[src/hw/rtl/ltu_pkg.sv]
// Constants, zone codes and calendar helper functions for the local time to UTC converter.
// Has no dependencies. Used by local_time_to_utc_ns and ltu_checker.
`timescale 1ns / 1ps
`default_nettype none

package ltu_pkg;

   // zone selector codes carried on req_tuser
   localparam logic [1:0] ZONE_NEW_YORK = 2'd0;
   localparam logic [1:0] ZONE_CHICAGO  = 2'd1;

   // bit positions in rsp_tuser
   localparam int RSP_DST_BIT = 0;
   localparam int RSP_ERR_BIT = 1;

   // zone offsets in seconds, local to UTC
   localparam logic [17:0] OFF_NY_STD  = 18'd18000;   // 5 h
   localparam logic [17:0] OFF_NY_DST  = 18'd14400;   // 4 h
   localparam logic [17:0] OFF_CHI_STD = 18'd21600;   // 6 h
   localparam logic [17:0] OFF_CHI_DST = 18'd18000;   // 5 h

   // day count of 0000-03-01 relative to 1970-01-01, negated
   localparam logic signed [21:0] EPOCH_DAYS  = 22'sd719468;
   localparam logic signed [38:0] SEC_PER_DAY = 39'sd86400;

   // reciprocals: x/100 = (x*5243)>>19 for x < 43699, x/7 = (x*9363)>>16 for x < 8192
   localparam logic [24:0] RECIP_100 = 25'd5243;
   localparam logic [25:0] RECIP_7   = 26'd9363;

   localparam logic [33:0] MAX_SEC    = 34'd9223372036;
   localparam logic [46:0] NS_PER_SEC = 47'd1000000000;

   // first day of the month relative to 1 March, leap day not included
   function automatic logic signed [9:0] month_base(input logic [3:0] mc);
      logic signed [9:0] b;
      case (mc)
         4'd1:    b = -10'sd59;
         4'd2:    b = -10'sd28;
         4'd3:    b = 10'sd0;
         4'd4:    b = 10'sd31;
         4'd5:    b = 10'sd61;
         4'd6:    b = 10'sd92;
         4'd7:    b = 10'sd122;
         4'd8:    b = 10'sd153;
         4'd9:    b = 10'sd184;
         4'd10:   b = 10'sd214;
         4'd11:   b = 10'sd245;
         4'd12:   b = 10'sd275;
         default: b = 10'sd0;
      endcase
      return b;
   endfunction

   // days from a weekday (0 is Sunday) to the next Sunday, zero if already Sunday
   function automatic logic [2:0] sunday_delta(input logic [2:0] w);
      logic [2:0] d;
      case (w)
         3'd0:    d = 3'd0;
         3'd1:    d = 3'd6;
         3'd2:    d = 3'd5;
         3'd3:    d = 3'd4;
         3'd4:    d = 3'd3;
         3'd5:    d = 3'd2;
         3'd6:    d = 3'd1;
         default: d = 3'd0;
      endcase
      return d;
   endfunction

endpackage

`default_nettype wire

[src/hw/rtl/local_time_to_utc_ns.sv]
// Local civil date and time in New York or Chicago to UTC nanoseconds, with US daylight time.
// Depends on ltu_pkg.
//
//   channel  dir  payload
//   req_     in   tdata: year, month, day, hour, minute, second; tuser: zone code
//   rsp_     out  tdata: utc_ns; tuser: dst_on, zone_error
//
// Eight register stages, the input register through the result register; one request per
// cycle unless the pipeline is full and rsp_ is stalled. Stage 6 holds two constant multiplies
// (17 by 30 bits each, for the nanosecond scaling). Each stage holds its request while the
// next is full, so empty stages fill while rsp_ is stalled. Reset clears the stage valid
// bits only.
`timescale 1ns / 1ps
`default_nettype none

module local_time_to_utc_ns
   import ltu_pkg::*;
(
   input  wire logic        clock,
   input  wire logic        reset,

   input  wire logic        req_tvalid,
   output      logic        req_tready,
   // [11:0] local_year, [15:12] local_month, [20:16] day_of_month, [25:21] local_hour,
   // [31:26] local_minute, [37:32] local_second, [39:38] zero
   input  wire logic [39:0] req_tdata,
   // [1:0] zone_code
   input  wire logic [1:0]  req_tuser,

   output      logic        rsp_tvalid,
   input  wire logic        rsp_tready,
   // [62:0] utc_ns, [63] zero
   output      logic [63:0] rsp_tdata,
   // [0] dst_on, [1] zone_error
   output      logic [1:0]  rsp_tuser
);

   localparam int NUM_STAGES = 8;

   logic [NUM_STAGES-1:0] valid_ff;
   logic [NUM_STAGES-1:0] en;

   // stage 0: input register
   logic [11:0] s0_year_ff;
   logic [3:0]  s0_month_ff;
   logic [4:0]  s0_day_ff;
   logic [4:0]  s0_hour_ff;
   logic [5:0]  s0_minute_ff;
   logic [5:0]  s0_second_ff;
   logic [1:0]  s0_zone_ff;

   // stage 1
   logic [24:0] q100_prod;
   logic [5:0]  s1_q100_in, s1_q100_ff;
   logic [20:0] s1_y365_in, s1_y365_ff;
   logic [3:0]  s1_month_in, s1_month_ff;
   logic [16:0] s1_tod_in, s1_tod_ff;
   logic        s1_err_in, s1_err_ff;
   logic [11:0] s1_year_ff;
   logic [4:0]  s1_day_ff;
   logic [1:0]  s1_zone_ff;

   // stage 2
   logic [6:0]         rem100;
   logic               leap;
   logic signed [21:0] s2_d3_in, s2_d3_ff;
   logic [12:0]        s2_wsum_in, s2_wsum_ff;
   logic signed [9:0]  s2_r_in, s2_r_ff;
   logic [16:0]        s2_tod_ff;
   logic [1:0]         s2_zone_ff;
   logic               s2_err_ff;

   // stage 3
   logic [25:0]        q7_prod;
   logic [9:0]         s3_q7_in, s3_q7_ff;
   logic signed [21:0] s3_days_in, s3_days_ff;
   logic [12:0]        s3_wsum_ff;
   logic signed [9:0]  s3_r_ff;
   logic [16:0]        s3_tod_ff;
   logic [1:0]         s3_zone_ff;
   logic               s3_err_ff;

   // stage 4
   logic [12:0]        wrem;
   logic [2:0]         delta;
   logic signed [9:0]  dst_lo, dst_hi;
   logic [17:0]        offset;
   logic               s4_dst_in, s4_dst_ff;
   logic signed [38:0] s4_dsec_in, s4_dsec_ff;
   logic [17:0]        s4_toff_in, s4_toff_ff;
   logic               s4_err_ff;

   // stage 5
   logic signed [38:0] sec_sum;
   logic [33:0]        s5_sec_ff;
   logic               s5_zero_in, s5_zero_ff;
   logic               s5_sat_in, s5_sat_ff;
   logic               s5_dst_ff;
   logic               s5_err_ff;

   // stage 6
   logic [46:0] s6_phi_in, s6_phi_ff;
   logic [46:0] s6_plo_in, s6_plo_ff;
   logic        s6_zero_ff, s6_sat_ff, s6_dst_ff, s6_err_ff;

   // stage 7: result register
   logic [63:0] ns_sum;
   logic [62:0] s7_ns_in, s7_ns_ff;
   logic        s7_dst_ff, s7_err_ff;

   // stall chain: a stage loads when it is empty or the next one loads
   always_comb begin
      en[NUM_STAGES-1] = !valid_ff[NUM_STAGES-1] || rsp_tready;
      for (int k = NUM_STAGES - 2; k >= 0; k--) begin
         en[k] = !valid_ff[k] || en[k+1];
      end
   end

   assign req_tready = en[0];

   always_ff @(posedge clock) begin
      if (reset) begin
         valid_ff <= '0;
      end else begin
         if (en[0]) begin
            valid_ff[0] <= req_tvalid;
         end
         for (int k = 1; k < NUM_STAGES; k++) begin
            if (en[k]) begin
               valid_ff[k] <= valid_ff[k-1];
            end
         end
      end
   end

   // stage 1: year/100, 365*year, clamped month, time of day
   always_comb begin
      q100_prod   = 25'(s0_year_ff) * RECIP_100;
      s1_q100_in  = q100_prod[24:19];
      s1_y365_in  = 21'(s0_year_ff) * 21'd365;
      if (s0_month_ff == 4'd0) begin
         s1_month_in = 4'd1;
      end else if (s0_month_ff > 4'd12) begin
         s1_month_in = 4'd12;
      end else begin
         s1_month_in = s0_month_ff;
      end
      s1_tod_in = 17'(s0_hour_ff) * 17'd3600 + 17'(s0_minute_ff) * 17'd60
                + 17'(s0_second_ff);
      s1_err_in = (s0_zone_ff != ZONE_NEW_YORK) && (s0_zone_ff != ZONE_CHICAGO);
   end

   // stage 2: day count of 1 March, weekday sum, day offset from 1 March
   always_comb begin
      rem100 = 7'(s1_year_ff - 12'(s1_q100_ff) * 12'd100);
      leap   = (s1_year_ff[1:0] == 2'd0) && ((rem100 != 7'd0) || (s1_q100_ff[1:0] == 2'd0));
      s2_d3_in = $signed({1'b0, s1_y365_ff}) + $signed(22'(s1_year_ff[11:2]))
               - $signed(22'(s1_q100_ff)) + $signed(22'(s1_q100_ff[5:2])) - EPOCH_DAYS;
      s2_wsum_in = 13'(s1_year_ff) + 13'(s1_year_ff[11:2]) - 13'(s1_q100_ff)
                 + 13'(s1_q100_ff[5:2]) + 13'd3;
      s2_r_in = month_base(s1_month_ff) + $signed(10'(s1_day_ff)) - 10'sd1
              - ((leap && (s1_month_ff <= 4'd2)) ? 10'sd1 : 10'sd0);
   end

   // stage 3: wsum/7, absolute day count
   always_comb begin
      q7_prod    = 26'(s2_wsum_ff) * RECIP_7;
      s3_q7_in   = q7_prod[25:16];
      s3_days_in = s2_d3_ff + 22'(s2_r_ff);
   end

   // stage 4: weekday of 1 March (1 November falls on the same one), daylight window, offset
   always_comb begin
      wrem   = s3_wsum_ff - 13'(s3_q7_ff) * 13'd7;
      delta  = sunday_delta(wrem[2:0]);
      dst_lo = $signed(10'(delta)) + 10'sd7;
      dst_hi = $signed(10'(delta)) + 10'sd245;
      s4_dst_in = !s3_err_ff && (s3_r_ff >= dst_lo) && (s3_r_ff < dst_hi);
      if (s3_zone_ff == ZONE_NEW_YORK) begin
         offset = s4_dst_in ? OFF_NY_DST : OFF_NY_STD;
      end else begin
         offset = s4_dst_in ? OFF_CHI_DST : OFF_CHI_STD;
      end
      s4_toff_in = 18'(s3_tod_ff) + offset;
      s4_dsec_in = 39'(s3_days_ff) * SEC_PER_DAY;
   end

   // stage 5: seconds since the epoch and clipping
   always_comb begin
      sec_sum    = s4_dsec_ff + $signed(39'(s4_toff_ff));
      s5_zero_in = s4_err_ff || (sec_sum <= 39'sd0);
      s5_sat_in  = sec_sum > $signed(39'(MAX_SEC));
   end

   // stage 6: nanoseconds as two partial products
   always_comb begin
      s6_phi_in = 47'(s5_sec_ff[33:17]) * NS_PER_SEC;
      s6_plo_in = 47'(s5_sec_ff[16:0]) * NS_PER_SEC;
   end

   // stage 7
   always_comb begin
      ns_sum = {s6_phi_ff[46:0], 17'd0} + 64'(s6_plo_ff);
      if (s6_zero_ff) begin
         s7_ns_in = '0;
      end else if (s6_sat_ff) begin
         s7_ns_in = '1;
      end else begin
         s7_ns_in = ns_sum[62:0];
      end
   end

   always_ff @(posedge clock) begin
      if (en[0]) begin
         s0_year_ff   <= req_tdata[11:0];
         s0_month_ff  <= req_tdata[15:12];
         s0_day_ff    <= req_tdata[20:16];
         s0_hour_ff   <= req_tdata[25:21];
         s0_minute_ff <= req_tdata[31:26];
         s0_second_ff <= req_tdata[37:32];
         s0_zone_ff   <= req_tuser;
      end
      if (en[1]) begin
         s1_q100_ff  <= s1_q100_in;
         s1_y365_ff  <= s1_y365_in;
         s1_month_ff <= s1_month_in;
         s1_tod_ff   <= s1_tod_in;
         s1_err_ff   <= s1_err_in;
         s1_year_ff  <= s0_year_ff;
         s1_day_ff   <= s0_day_ff;
         s1_zone_ff  <= s0_zone_ff;
      end
      if (en[2]) begin
         s2_d3_ff   <= s2_d3_in;
         s2_wsum_ff <= s2_wsum_in;
         s2_r_ff    <= s2_r_in;
         s2_tod_ff  <= s1_tod_ff;
         s2_zone_ff <= s1_zone_ff;
         s2_err_ff  <= s1_err_ff;
      end
      if (en[3]) begin
         s3_q7_ff   <= s3_q7_in;
         s3_days_ff <= s3_days_in;
         s3_wsum_ff <= s2_wsum_ff;
         s3_r_ff    <= s2_r_ff;
         s3_tod_ff  <= s2_tod_ff;
         s3_zone_ff <= s2_zone_ff;
         s3_err_ff  <= s2_err_ff;
      end
      if (en[4]) begin
         s4_dst_ff  <= s4_dst_in;
         s4_dsec_ff <= s4_dsec_in;
         s4_toff_ff <= s4_toff_in;
         s4_err_ff  <= s3_err_ff;
      end
      if (en[5]) begin
         s5_sec_ff  <= sec_sum[33:0];
         s5_zero_ff <= s5_zero_in;
         s5_sat_ff  <= s5_sat_in;
         s5_dst_ff  <= s4_dst_ff;
         s5_err_ff  <= s4_err_ff;
      end
      if (en[6]) begin
         s6_phi_ff  <= s6_phi_in;
         s6_plo_ff  <= s6_plo_in;
         s6_zero_ff <= s5_zero_ff;
         s6_sat_ff  <= s5_sat_ff && !s5_zero_ff;
         s6_dst_ff  <= s5_dst_ff;
         s6_err_ff  <= s5_err_ff;
      end
      if (en[7]) begin
         s7_ns_ff  <= s7_ns_in;
         s7_dst_ff <= s6_dst_ff;
         s7_err_ff <= s6_err_ff;
      end
   end

   assign rsp_tvalid = valid_ff[NUM_STAGES-1];
   assign rsp_tdata  = {1'b0, s7_ns_ff};
   assign rsp_tuser  = {s7_err_ff, s7_dst_ff};

endmodule

`default_nettype wire

[config.mk]
export PLATFORM = sky130hd
export DESIGN_NAME = local_time_to_utc_ns
export DESIGN_NICKNAME = d
export VERILOG_FILES = /design/src/hw/rtl/ltu_pkg.sv /design/src/hw/rtl/local_time_to_utc_ns.sv
export SDC_FILE = /design/constraint.sdc
export NUM_CORES = 2
export LEC_CHECK = 0
export ABC_CLOCK_PERIOD_IN_PS = 6600
export BUFFER_PORTS_ARGS = -buffer_cell sky130_fd_sc_hd__buf_2
export CAP_MARGIN = 20
export CORE_UTILIZATION = 65
export DETAILED_ROUTE_END_ITERATION = 10
export GPL_TIMING_DRIVEN = 0
export PLACE_DENSITY_LB_ADDON = 0.25
export REMOVE_ABC_BUFFERS = 1
export SYNTH_ARGS = -nofsm -noshare
export SYNTH_HDL_FRONTEND = slang
export SYNTH_SLANG_ARGS = --single-unit
[constraint.sdc]
create_clock -name clock -period 6.6 [get_ports clock]
set_input_delay 0.33 -clock clock [delete_from_list [all_inputs] [get_ports clock]]
set_output_delay 0.33 -clock clock [all_outputs]
set_load 0.03 [all_outputs]
==> metrics.yaml <==
grtUsageTotal: 0.2408
cp_common_cell: "fa_1"
instances_no_fill: 5303
die_height_um: 269.2
pre_cts_slack_ns: -0.07482
crit_path_end_kind: "flop"
startpoint_type: "flop"
critPathKind: "reg -> reg"
cp_cell_sequence: "buf_4 -> buf_4 -> fa_1 -> fa_1 -> fa_1 -> inv_1 -> fa_1 -> fa_1 -> inv_1 -> fa_1 -> ha_2 -> a21o_1 -> a21oi_1 -> o21bai_1 -> a21oi_2 -> o22a_1 -> o211ai_1 -> a221oi_2 -> o21bai_1 -> a21oi_1 -> xnor2_1"
core_area_mm2: 0.07039
setup_slack_ns: 0.2027
wl_per_cell_um: 16.05
synth.distinct_cells: 92
synth-seq-cells: 463
yosys_warnings: 0
drv_slew: 0
setup-violations-final: 0
synth.avg_cell_area_um2: 11.28
synth_area_mm2: 0.04641
diodes: 0
firstDrtPassIters: 5
die_w_um: 269.2
outcome: "completed"
cts_root_buf: "clkbuf_16"
vias: 28580
dp_cells: 5138
hp-class: "in -> reg"
clock_path_buffers: 3
finalWorstPathRequiredPeriod_ns: 6.397
critPathTopFamily: "adder cells"
clk_pin_slew_ns: 0.06
overflow: 0
syn2layout_area_growth_pct: 9.002
critical_path_arrival_ns: 6.74
viasPerCell: 5.390
holdWs_ns: 0.02683
async_flop_share: 0
grt_pass1_vias: 29730
cts_tree: "built"
grt_max_degree: 74
port_buffers: 110
ios: 114
crit_buf_inv: 4
critPathSlowestCell: "fa_1"
antenna_found_initial: 1
place_congestion: 0.9417
dp_hpwl_um: 70090
final_util: 0.7186
start_util: 0.6593
rows: 97
path_max_fanout: 6
fin_crit_sh: 0.9693
htree_levels: 2
max_freq_mhz: 156.3
fill_cells: 4977
tightest_slew_ns: 0.9669
hold_viol: 0
slew_headroom: 0.3514
cts_sinks: 463
worst_clock_skew_ns: 0.02170
grt_pass1_wl_um: 142500
drt_drc_violations_left: 0
route.antenna.remaining_nets: 0
drt_iter0_markers: 1266
synth-edff-count: 455
drive_above_1_share: 0.06716
cap_violations: 0
required_ns: 6.94
yosysSeqAreaShare: 0.2979
die_area_mm2: 0.07247
clkLatencyLatePin_ns: 0.62
yosys_most_used_dff: "edfxtp_1"
numCtsBuffers: 51
crit_path_max_incr_delay_ns: 0.59
nets: 5666
synthesis.instances: 4116
totalWireLength_um: 85110
## registers in the layout, indices dropped and copies added, names as in the netlist, 12 cells and up
register	count
s7_ns_ff	55
s6_plo_ff	38
s6_phi_ff	37
s5_sec_ff	34
s4_dsec_ff	32
s2_d3_ff	22
s3_days_ff	22
s1_y365_ff	21
s4_toff_ff	18
s1_tod_ff	17
s2_tod_ff	17
s3_tod_ff	17
s2_wsum_ff	13
s0_year_ff	12
## Yosys cell counts (4+ instances only)
| master | instances | area [µm²] |
|---|---|---|
| a21boi_0 | 8 | 60.06 |
| or3_1 | 6 | 37.54 |
| ha_1 | 806 | 10080 |
| nor4_1 | 8 | 50.05 |
| o22ai_1 | 6 | 37.54 |
| fa_1 | 494 | 9889 |
| buf_4 | 11 | 82.58 |
| a221oi_2 | 4 | 60.06 |
| nand4_1 | 20 | 125.1 |
| a21oi_1 | 206 | 1031 |
| xnor2_1 | 192 | 1682 |
| o21bai_1 | 35 | 262.8 |
| nand4b_1 | 4 | 35.03 |
| and3_1 | 29 | 181.4 |
| o21ai_0 | 77 | 385.4 |
| inv_1 | 936 | 3513 |
| nor2_1 | 161 | 604.3 |
| a31o_2 | 6 | 52.55 |
| nor3_1 | 33 | 165.2 |
| nand3_1 | 49 | 245.2 |
| nor3b_1 | 4 | 30.03 |
| edfxtp_1 | 455 | 13660 |
| o31ai_1 | 15 | 112.6 |
| nand2b_1 | 29 | 181.4 |
| mux2i_1 | 9 | 90.09 |
| a211oi_1 | 11 | 82.58 |
| nand2_1 | 99 | 371.6 |
| a2111oi_0 | 4 | 35.03 |
| o211ai_1 | 14 | 105.1 |
| a21o_1 | 74 | 555.5 |
| a31oi_1 | 17 | 106.4 |
| xor2_1 | 82 | 718.2 |
| or2_2 | 13 | 81.33 |
| o21ai_1 | 10 | 50.05 |
| clkbuf_1 | 20 | 75.07 |
| o21a_1 | 18 | 135.1 |
| or4_1 | 5 | 37.54 |
| a211o_1 | 7 | 61.31 |
| dfxtp_1 | 8 | 160.2 |
| nor2b_1 | 37 | 231.5 |
| and2_1 | 6 | 37.54 |
## stage by stage
| stage | area [µm²] | TNS [ns] |
|---|---|---|
| final | 50590 | 0 |
| after global routing | 50590 | -0.07058 |
| after CTS | 50320 | 0 |
| after detailed placement | 48190 | -0.07482 |
| after global placement | 47930 | 0 |
| after floorplan | 46210 | 0 |
## worst register-to-register path, stage by stage (launching register included)
cell and delay [ns]:
edfxtp_1 0.41, buf_4 0.16, buf_4 0.16, fa_1 0.59, fa_1 0.47, fa_1 0.52, inv_1 0.05, fa_1 0.46
fa_1 0.55, inv_1 0.06, fa_1 0.54, ha_2 0.31, a21o_1 0.19, a21oi_1 0.19, o21bai_1 0.13, a21oi_2 0.20
o22a_1 0.17, o211ai_1 0.20, a221oi_2 0.34, o21bai_1 0.09, a21oi_1 0.19, xnor2_1 0.13
## layer usage
metal / share of wire / track usage / up-vias
li1: - / - / 14140
met1: 0.43 / 0.3054 / 13880
met2: 0.51 / 0.4358 / 430
met3: 0.030 / 0.02244 / 140
met4: 0.027 / 0.07173 / 0
met5: 0 / 0 / -
## cells by family (layout without fill, tap and decap cells)
family	count (synthesis)	count (layout)	synth area share
adders and majority gates	1300	1300	0.4304
buffers and inverters	976	1223	0.08010
AOI/OAI and AO/OA	568	568	0.08067
and+or+nand+nor	522	522	0.05619
DFF	463	463	0.2979
xor gates and xnor gates	277	277	0.05276
muxes	9	9	0.001941
other	1	1	0.00008080
## cells in the final DEF (no fill, tap or decap), types with 74 or more instances in the layout
cell type,synthesis,layout
o21ai_0,77,76
xnor2_1,192,191
buf_2,3,110
edfxtp_1,455,455
ha_1,806,801
a21oi_1,206,205
fa_1,494,494
a21o_1,74,74
nand2_1,99,97
xor2_1,82,82
inv_1,936,933
nor2_1,161,161
## final cells by class
type | instances | area [µm²] | area share
tap | 940 | 1176 | 0.02325
multi-input combinational | 2677 | 28960 | 0.5724
timing repair buffer | 190 | 1419 | 0.02805
sequential | 463 | 13820 | 0.2733
clock inverter | 29 | 336.6 | 0.006653
clock buffer | 67 | 1356 | 0.02681
inverter | 937 | 3520 | 0.06958
## worst paths after layout
kind	from	endpoint	slack, ns	cells after the start
worst min register to register	s0_second_ff[1]$_DFFE_PP_	s1_tod_ff[1]$_DFFE_PP_	0.42	0
worst max register to register	s5_sec_ff[6]$_DFFE_PP_	s6_plo_ff[46]$_DFFE_PP_	0.20	21
worst max-delay path	s5_sec_ff[6]$_DFFE_PP_	s6_plo_ff[46]$_DFFE_PP_	0.20	21
worst min-delay path	rsp_tready	valid_ff[7]$_SDFFE_PP0P_	0.03	4
## repair_timing
item                                   CTS  global route
gates resized for setup                  0            15
endpoints found under the hold margin   48             0
setup buffers                            2            23
setup endpoints to repair                1            16
cloned                                   0             0
pin swaps                                0             4
hold buffers                            43             0
Power is left out: the tool's default activity adds up to more than one toggle a clock period on the data nets, which glitch-free logic cannot reach.
